**src/rtl/sequential_list_engine_unit_assert.svh**
```systemverilog
// Assertion macros for the sequential list engine.
// Used by the top level only; expects a clock named clk and a reset named rst.
`ifndef SEQUENTIAL_LIST_ENGINE_UNIT_ASSERT_SVH
`define SEQUENTIAL_LIST_ENGINE_UNIT_ASSERT_SVH

// Same-cycle implication, checked outside reset.
`define SLE_ASSERT_NOW(label, cond, conseq, msg) \
  label: assert property (@(posedge clk) disable iff (rst) (cond) |-> (conseq)) \
    else $error(msg);

// Next-cycle implication, checked outside reset.
`define SLE_ASSERT_NEXT(label, cond, conseq, msg) \
  label: assert property (@(posedge clk) disable iff (rst) (cond) |=> (conseq)) \
    else $error(msg);

`endif

```
**src/rtl/sle_pkg.sv**
```systemverilog
// Shared types and codes for the sequential list engine.
// No dependencies; used by sle_cell and sequential_list_engine_unit.
package sle_pkg;

  localparam int PosW = 6;
  localparam int ValW = 32;

  // Request modes.
  localparam logic [2:0] MODE_READ   = 3'd0;
  localparam logic [2:0] MODE_INSERT = 3'd1;
  localparam logic [2:0] MODE_DELETE = 3'd2;
  localparam logic [2:0] MODE_LOCATE = 3'd3;
  localparam logic [2:0] MODE_CLEAR  = 3'd4;

  typedef struct packed {
    logic [2:0]             mode;
    logic [PosW-1:0]        position;
    logic signed [ValW-1:0] value_in;
  } req_t;

  typedef struct packed {
    logic                   status;
    logic signed [ValW-1:0] value_out;
    logic                   found;
    logic [PosW-1:0]        found_position;
    logic [PosW-1:0]        list_length;
  } rsp_t;

  // Command broadcast to every cell of the chain.
  typedef enum logic [2:0] {
    CELL_HOLD,
    CELL_INSERT,
    CELL_DELETE,
    CELL_PROBE,
    CELL_STEP,
    CELL_STOP
  } cell_op_t;

  typedef struct packed {
    cell_op_t op;
  } cell_cmd_t;

endpackage

```
**src/rtl/sequential_list_engine_unit.sv**
```systemverilog
// Sequential list engine: an ordered list of up to CAPACITY signed words kept
// in a chain of cells. Read, insert, delete and clear need no busy cycle and
// may be issued back to back; a locate holds busy high while a token walks the
// chain one cell per cycle, until it reaches the first match or passes the end
// of the list of n entries, which is a miss. Each result is shown for one cycle
// with done, in the cycle after the request is taken or after a locate's last busy
// cycle; the receiver cannot stall it.
// Depends on sle_pkg, sle_cell and sequential_list_engine_unit_assert.svh.
`include "sequential_list_engine_unit_assert.svh"

module sequential_list_engine_unit #(
  parameter int CAPACITY = 32
) (
  input  logic          clk,
  input  logic          rst,
  input  logic          start,
  output logic          busy,
  input  sle_pkg::req_t req,
  output logic          done,
  output sle_pkg::rsp_t rsp
);

  localparam int CW = $clog2(CAPACITY + 1);
  localparam int IW = (CAPACITY > 1) ? $clog2(CAPACITY) : 1;
  localparam int XW = ((CW > sle_pkg::PosW) ? CW : sle_pkg::PosW) + 1;

  typedef enum logic [1:0] {
    ST_IDLE = 2'b01,
    ST_SCAN = 2'b10
  } state_t;

  state_t        state, state_next;
  logic [CW-1:0] count, count_next;
  logic [CW-1:0] scan, scan_next;
  logic          done_next;
  sle_pkg::rsp_t rsp_next;

  sle_pkg::cell_cmd_t cmd;
  logic [IW-1:0]      idx;
  logic [XW-1:0]      posx, cntx;
  logic               rd_ok, ins_ok, any_hit;

  logic signed [sle_pkg::ValW-1:0] cell_data  [CAPACITY];
  logic signed [sle_pkg::ValW-1:0] cell_left  [CAPACITY];
  logic signed [sle_pkg::ValW-1:0] cell_right [CAPACITY];
  logic [CAPACITY-1:0]             cell_ltok;
  logic [CAPACITY-1:0]             cell_tok;
  logic [CAPACITY-1:0]             cell_hit;

  genvar g;
  generate
    for (g = 0; g < CAPACITY; g++) begin : g_cell
      if (g == 0) begin : g_head
        assign cell_left[g] = req.value_in;
        assign cell_ltok[g] = 1'b0;
      end else begin : g_body
        assign cell_left[g] = cell_data[g-1];
        assign cell_ltok[g] = cell_tok[g-1];
      end
      if (g == CAPACITY - 1) begin : g_tail
        assign cell_right[g] = cell_data[g];
      end else begin : g_mid
        assign cell_right[g] = cell_data[g+1];
      end

      sle_cell #(
        .INDEX_W (IW),
        .INDEX   (g)
      ) u_cell (
        .clk        (clk),
        .rst        (rst),
        .cmd        (cmd),
        .idx        (idx),
        .value      (req.value_in),
        .left_data  (cell_left[g]),
        .right_data (cell_right[g]),
        .left_tok   (cell_ltok[g]),
        .data       (cell_data[g]),
        .tok        (cell_tok[g]),
        .hit        (cell_hit[g])
      );
    end
  endgenerate

  assign busy    = (state == ST_SCAN);
  assign any_hit = |cell_hit;

  assign posx   = XW'(req.position);
  assign cntx   = XW'(count);
  assign idx    = IW'(posx - XW'(1));
  assign rd_ok  = (posx != '0) && (posx <= cntx);
  assign ins_ok = (count != CW'(CAPACITY)) && (posx != '0) && (posx <= cntx + XW'(1));

  always_comb begin
    state_next = state;
    count_next = count;
    scan_next  = scan;
    done_next  = 1'b0;
    rsp_next   = '0;
    cmd.op     = sle_pkg::CELL_HOLD;

    unique case (state)
      ST_IDLE: begin
        if (start) begin
          done_next = 1'b1;
          unique case (req.mode)
            sle_pkg::MODE_READ: begin
              if (rd_ok) begin
                rsp_next.value_out = cell_data[idx];
              end else begin
                rsp_next.status = 1'b1;
              end
            end
            sle_pkg::MODE_INSERT: begin
              if (ins_ok) begin
                cmd.op     = sle_pkg::CELL_INSERT;
                count_next = count + CW'(1);
              end else begin
                rsp_next.status = 1'b1;
              end
            end
            sle_pkg::MODE_DELETE: begin
              if (rd_ok) begin
                cmd.op             = sle_pkg::CELL_DELETE;
                rsp_next.value_out = cell_data[idx];
                count_next         = count - CW'(1);
              end else begin
                rsp_next.status = 1'b1;
              end
            end
            sle_pkg::MODE_LOCATE: begin
              cmd.op     = sle_pkg::CELL_PROBE;
              done_next  = 1'b0;
              scan_next  = '0;
              state_next = ST_SCAN;
            end
            sle_pkg::MODE_CLEAR: begin
              count_next = '0;
            end
            default: begin
              rsp_next.status = 1'b1;
            end
          endcase
        end
      end
      ST_SCAN: begin
        // Once the token has passed the end of the list its cell is ignored.
        if (scan == count) begin
          cmd.op          = sle_pkg::CELL_STOP;
          done_next       = 1'b1;
          rsp_next.status = 1'b1;
          state_next      = ST_IDLE;
        end else if (any_hit) begin
          cmd.op                  = sle_pkg::CELL_STOP;
          done_next               = 1'b1;
          rsp_next.found          = 1'b1;
          rsp_next.found_position = sle_pkg::PosW'(scan + CW'(1));
          state_next              = ST_IDLE;
        end else begin
          cmd.op    = sle_pkg::CELL_STEP;
          scan_next = scan + CW'(1);
        end
      end
      default: begin
        state_next = ST_IDLE;
      end
    endcase

    rsp_next.list_length = sle_pkg::PosW'(count_next);
  end

  always_ff @(posedge clk) begin
    if (rst) begin
      state <= ST_IDLE;
      count <= '0;
      scan  <= '0;
      done  <= 1'b0;
    end else begin
      state <= state_next;
      count <= count_next;
      scan  <= scan_next;
      done  <= done_next;
    end
  end

  always_ff @(posedge clk) begin
    rsp <= rsp_next;
  end

  `SLE_ASSERT_NOW(a_count_cap, 1'b1, count <= CW'(CAPACITY), "entry count above capacity")
  `SLE_ASSERT_NOW(a_tok_single, 1'b1, $onehot0(cell_tok), "more than one search token")
  `SLE_ASSERT_NOW(a_busy_no_done, busy, !done, "word delivered during a search")
  `SLE_ASSERT_NEXT(a_quick_done, start && !busy && (req.mode != sle_pkg::MODE_LOCATE), done,
                   "single-cycle request gave no word")

endmodule

```
**src/rtl/sle_cell.sv**
```systemverilog
// One storage cell of the list chain: holds an entry, shifts with its
// neighbors on insert and delete, and passes the search token. Uses sle_pkg.
module sle_cell #(
  parameter int INDEX_W = 5,
  parameter int INDEX   = 0
) (
  input  logic                           clk,
  input  logic                           rst,
  input  sle_pkg::cell_cmd_t             cmd,
  input  logic [INDEX_W-1:0]             idx,
  input  logic signed [sle_pkg::ValW-1:0] value,
  input  logic signed [sle_pkg::ValW-1:0] left_data,
  input  logic signed [sle_pkg::ValW-1:0] right_data,
  input  logic                           left_tok,
  output logic signed [sle_pkg::ValW-1:0] data,
  output logic                           tok,
  output logic                           hit
);

  localparam logic [INDEX_W-1:0] MyIdx = INDEX_W'(INDEX);

  logic match;

  always_ff @(posedge clk) begin
    unique case (cmd.op)
      sle_pkg::CELL_INSERT: begin
        if (MyIdx > idx) begin
          data <= left_data;
        end else if (MyIdx == idx) begin
          data <= value;
        end
      end
      sle_pkg::CELL_DELETE: begin
        if (MyIdx >= idx) begin
          data <= right_data;
        end
      end
      sle_pkg::CELL_PROBE: begin
        match <= (data == value);
      end
      default: begin
      end
    endcase
  end

  // The token starts at the head cell and moves one cell per step.
  always_ff @(posedge clk) begin
    if (rst) begin
      tok <= 1'b0;
    end else begin
      unique case (cmd.op)
        sle_pkg::CELL_PROBE: tok <= (INDEX == 0);
        sle_pkg::CELL_STEP:  tok <= left_tok;
        sle_pkg::CELL_STOP:  tok <= 1'b0;
        default:             tok <= tok;
      endcase
    end
  end

  assign hit = tok & match;

endmodule
```
**config.mk**
```make
export PLATFORM = sky130hd
export DESIGN_NAME = sequential_list_engine_unit
export DESIGN_NICKNAME = d
export VERILOG_FILES = /design/src/rtl/sle_pkg.sv /design/src/rtl/sequential_list_engine_unit.sv /design/src/rtl/sle_cell.sv
export VERILOG_INCLUDE_DIRS = /design/src /design/src/rtl
export SDC_FILE = /design/constraint.sdc
export NUM_CORES = 2
export LEC_CHECK = 0
export BUFFER_PORTS_ARGS = -buffer_cell sky130_fd_sc_hd__clkbuf_2
export CORE_MARGIN = 3
export CORE_UTILIZATION = 35
export DETAILED_ROUTE_END_ITERATION = 8
export PLACE_DENSITY_LB_ADDON = 0.08
export SYNTH_ARGS = -nofsm -noshare
export SYNTH_HDL_FRONTEND = slang
export SYNTH_HIERARCHICAL = 1
export SYNTH_SLANG_ARGS = --single-unit
export TNS_END_PERCENT = 100
```
**constraint.sdc**
```tcl
create_clock -name clk -period 46.7 [get_ports clk]
set_clock_uncertainty 0.2 [all_clocks]
set_input_delay 7.005 -clock clk [delete_from_list [all_inputs] [get_ports clk]]
set_output_delay 7.005 -clock clk [all_outputs]
set_load 0.03 [all_outputs]
```
==> flow_summary.yaml <==
critical_path:
  crit_chain: "buf_8 > inv_2 > ha_1 > nand3_1 > or2_2 > o211a_1 > o21bai_1 > a31oi_1 > nor2_4 > buf_4 > buf_4 > nor2_1 > or3b_2 > a21oi_4 > buf_4"
  crit_required_ns: 46.91
  arrival_ns: 12.52
  rr_endpoint: "g_cell[18].u_cell/data[6]$_DFFE_PP_"
  crit_path_frequent_cell: "buf_4"
  r2r_start: "count[0]$_SDFF_PP0_"
  reg2reg_depth: 16
  rrSetupSlack_ns: 40.53
  crit_slowest_cell: "buf_4"
  cp_top_family: "buffers and inverters"
  worst_path_largest_cell_delay_ns: 0.64
  crit_buf_inv: 5
  end_kind: "flip-flop"
  worstSetupStartpointType: "input port"
  cp_max_fo: 63
  path_class: "input port to flip-flop"
synthesis:
  avgSynthCellArea_um2: 10.2
  synthAdderAreaFrac_pct: 0.318
  post-synth-top-area-cell: "edfxtp_1"
  synthDistinctLibCells: 94
  synth_async_sr_flop_share_pct: 0
  synth_top_area_share_pct: 40.3
  synth_area_leaders: "edfxtp_1, xor2_1, mux4_2"
  ys.warnings.count: 6
  synth-seq-cells: 1149
  yosysMostFrequentCell: "nand2_1"
  ys.flop_type: "edfxtp_1"
  synth_xor_xnor_area_share_pct: 11.7
  synth_compound_area_share_pct: 9.66
  synth_common_cells: "nand2_1, edfxtp_1, xor2_1, nor2_1, a31oi_1"
  synth_edf_count: 1056
  synth-simple-area-share_pct: 16.8
  synthMuxAreaShare_pct: 14.6
  synth_top_family_by_area: "simple AND/OR/NAND/NOR gates"
  synth_area_mm2: 0.0786
  synth_fp_nets: 7754
  syn_inst: 7690
  yosysSeqAreaShare_pct: 42.7
placement:
  hpwlAfterDp_mm: 229
  dp_cells: 10500
  placed_area_mm2: 0.0812
  portBuffers: 91
  gp_congestion: 0.872
worst_hold_path:
  worstHoldPathType: "flip-flop to flip-flop"
  worstHoldEndpoint: "g_cell[31].u_cell/tok$_SDFFE_PP0P_"
  hold_start: "g_cell[31].u_cell/tok$_SDFFE_PP0P_"
  hold_depth: 2
die:
  io-pin-count: 92
  rows: 173
  die_y_um: 480
  coreArea_mm2: 0.223
  dieWidth_um: 480
  start_util_pct: 35.3
  die_area_mm2: 0.230
clocking:
  cts_num_sinks: 1149
  htreeDepth: 4
  numCtsBuffers: 149
  cts_resized: 0
  clk_pin_slew_ns: 0.06
  cts_setup_buffers: 0
  cts_tree: "yes"
  max-clock-path-buffers: 3
  clock_latency_ns: 0.79
  hold_buffers: 0
  root_buffer: "clkbuf_16"
final_layout:
  stdcell_count: 10700
  finalNetCount: 7693
  final_util_pct: 38.6
  nFillCells: 22200
  area.growth.synth_to_final_pct: 9.38
  final_layout_size_suffix_gt1_share_pct: 13.2
  design_area_mm2: 0.0860
sta:
  min_period_ns: 12.31
  fin_tns_setup_ns: 0
  rsz0062_at_grt: "false"
  finalCritPeriodShare_pct: 26.4
  tightest_slew_ns: 1.21
  setup_viol: 0
  slew_violations: 0
  timing.slew.headroom_pct: 19.1
  max_freq_mhz: 81.2
  hold_viol: 0
global_routing:
  grt_pass1_vias: 60100
  grt_pass1_wl_mm: 458
  grt_overflow: 0
  grt_max_degree: 145
  grt_usage_pct: 27.1
  antenna_found_initial: 14
pwr:
  power.leakage_nw: 30.4
  p_per_area_mw_per_mm2: 40.4
  peakVddDrop_mv: 0.0418
outcome:
  outcome: "completed"
routing:
  drc: 0
  num_vias: 61800
  wire_per_inst_um: 30.0
  finalWirelength_mm: 322
  avgViaCountPerCell: 5.77
  drt_first_iter_violations: 5837
  drt.antenna.violating_nets: 0
  drt_pass1_iterations: 5
run:
  max-cap-violations: 0
==> worst max-delay path by stage <==
stage	from	endpoint	slack (ns)	cells after the start
3_5_place_dp	req[32]	g_cell[18].u_cell/data[23]$_DFFE_PP_	33.55	15
4_1_cts	req[32]	g_cell[18].u_cell/data[16]$_DFFE_PP_	34.39	15
2_1_floorplan	req[32]	g_cell[29].u_cell/data[0]$_DFFE_PP_	22.05	13
5_1_grt	req[32]	g_cell[18].u_cell/data[16]$_DFFE_PP_	34.04	15
6_report	req[32]	g_cell[18].u_cell/data[6]$_DFFE_PP_	34.39	15
3_3_place_gp	req[32]	g_cell[18].u_cell/data[12]$_DFFE_PP_	33.54	15
==> power breakdown <==
| group | internal (mW) | switching [mW] | total, mW |
|---|---|---|---|
| Combinational | 0.302 | 0.532 | 0.834 |
| Sequential | 1.31 | 0.180 | 1.49 |
| Clock | 0.670 | 0.484 | 1.15 |
==> placed cells by master, fill, tap and decap left out, drive strengths merged, types with 22 or more instances in the layout <==
master,netlist,final
a21oi,120,120
nand4,71,71
o21ai,369,369
or3b,23,23
nand2,1685,1685
nor4,276,276
clkinv,1,30
o211ai,34,34
and2,41,41
mux2,32,32
nor3,22,22
xor2,1037,1037
edfxtp,1056,1056
nor2,773,773
mux4,320,320
mux2i,387,387
nand2b,31,31
dfxtp,93,93
buf,346,191
inv,22,28
clkbuf,115,283
nand3,44,44
a31oi,619,619
==> registers in the layout (all words and copies together), names as in the netlist <==
register	cells
g_cell.u_cell/data	1024
rsp	46
g_cell.u_cell/match	32
g_cell.u_cell/tok	32
count	6
scan	6
state	2
done	1
==> layout make-up <==
cell class / count / area (um^2) / share of cell area (%)
well taps: 2975 / 3720 / 4.33
repair buffers: 249 / 1790 / 2.09
inverters: 23 / 91.3 / 0.106
multi-input cells: 6057 / 42100 / 48.9
clock inverters: 40 / 323 / 0.375
flip-flops and latches: 1149 / 33600 / 39.0
diodes: 6 / 15.0 / 0.0175
clock buffers: 225 / 4400 / 5.12
==> through the flow <==
| step | power [mW] | hold WS [ns] | setup WS (ns) |
|---|---|---|---|
| after floorplan | 1.99 | 0.252 | 22.05 |
| after global placement | 2.33 | 0.280 | 33.54 |
| after detailed placement | 2.34 | 0.280 | 33.55 |
| after CTS | 3.50 | 0.287 | 34.39 |
| after global routing | 3.62 | 0.318 | 34.04 |
| final | 3.48 | 0.284 | 34.39 |
==> logic make-up after synthesis <==
family / after synthesis
AO/OA/AOI/OAI: 1203
XOR/XNOR: 1053
multiplexers: 739
other: 1
AND/OR/NAND/NOR: 3041
buffers and inverters: 484
adder cells (fa/ha/maj): 20
flip-flops: 1149
==> routing by layer <==
layer | global-route usage (%) | part of all wire (%) | vias to the layer above
met4 | 11.0 | 4.5 | 8
met1 | 34.5 | 41 | 31400
met3 | 4.53 | 6.1 | 412
li1 | - | - | 28000
met5 | 0.186 | 0.030 | -
met2 | 45.7 | 49 | 2065
==> worst reg2reg max path: cells and delay by family (launching register included) <==
kind / cells / cell delay (ns)
adder cells (fa/ha/maj): 2 / 0.62
AO/OA/AOI/OAI: 4 / 0.73
XOR/XNOR: 1 / 0.17
flip-flops: 1 / 0.58
AND/OR/NAND/NOR: 6 / 1.70
buffers and inverters: 3 / 1.76
Note: power is estimated with default switching activity, not from simulation.
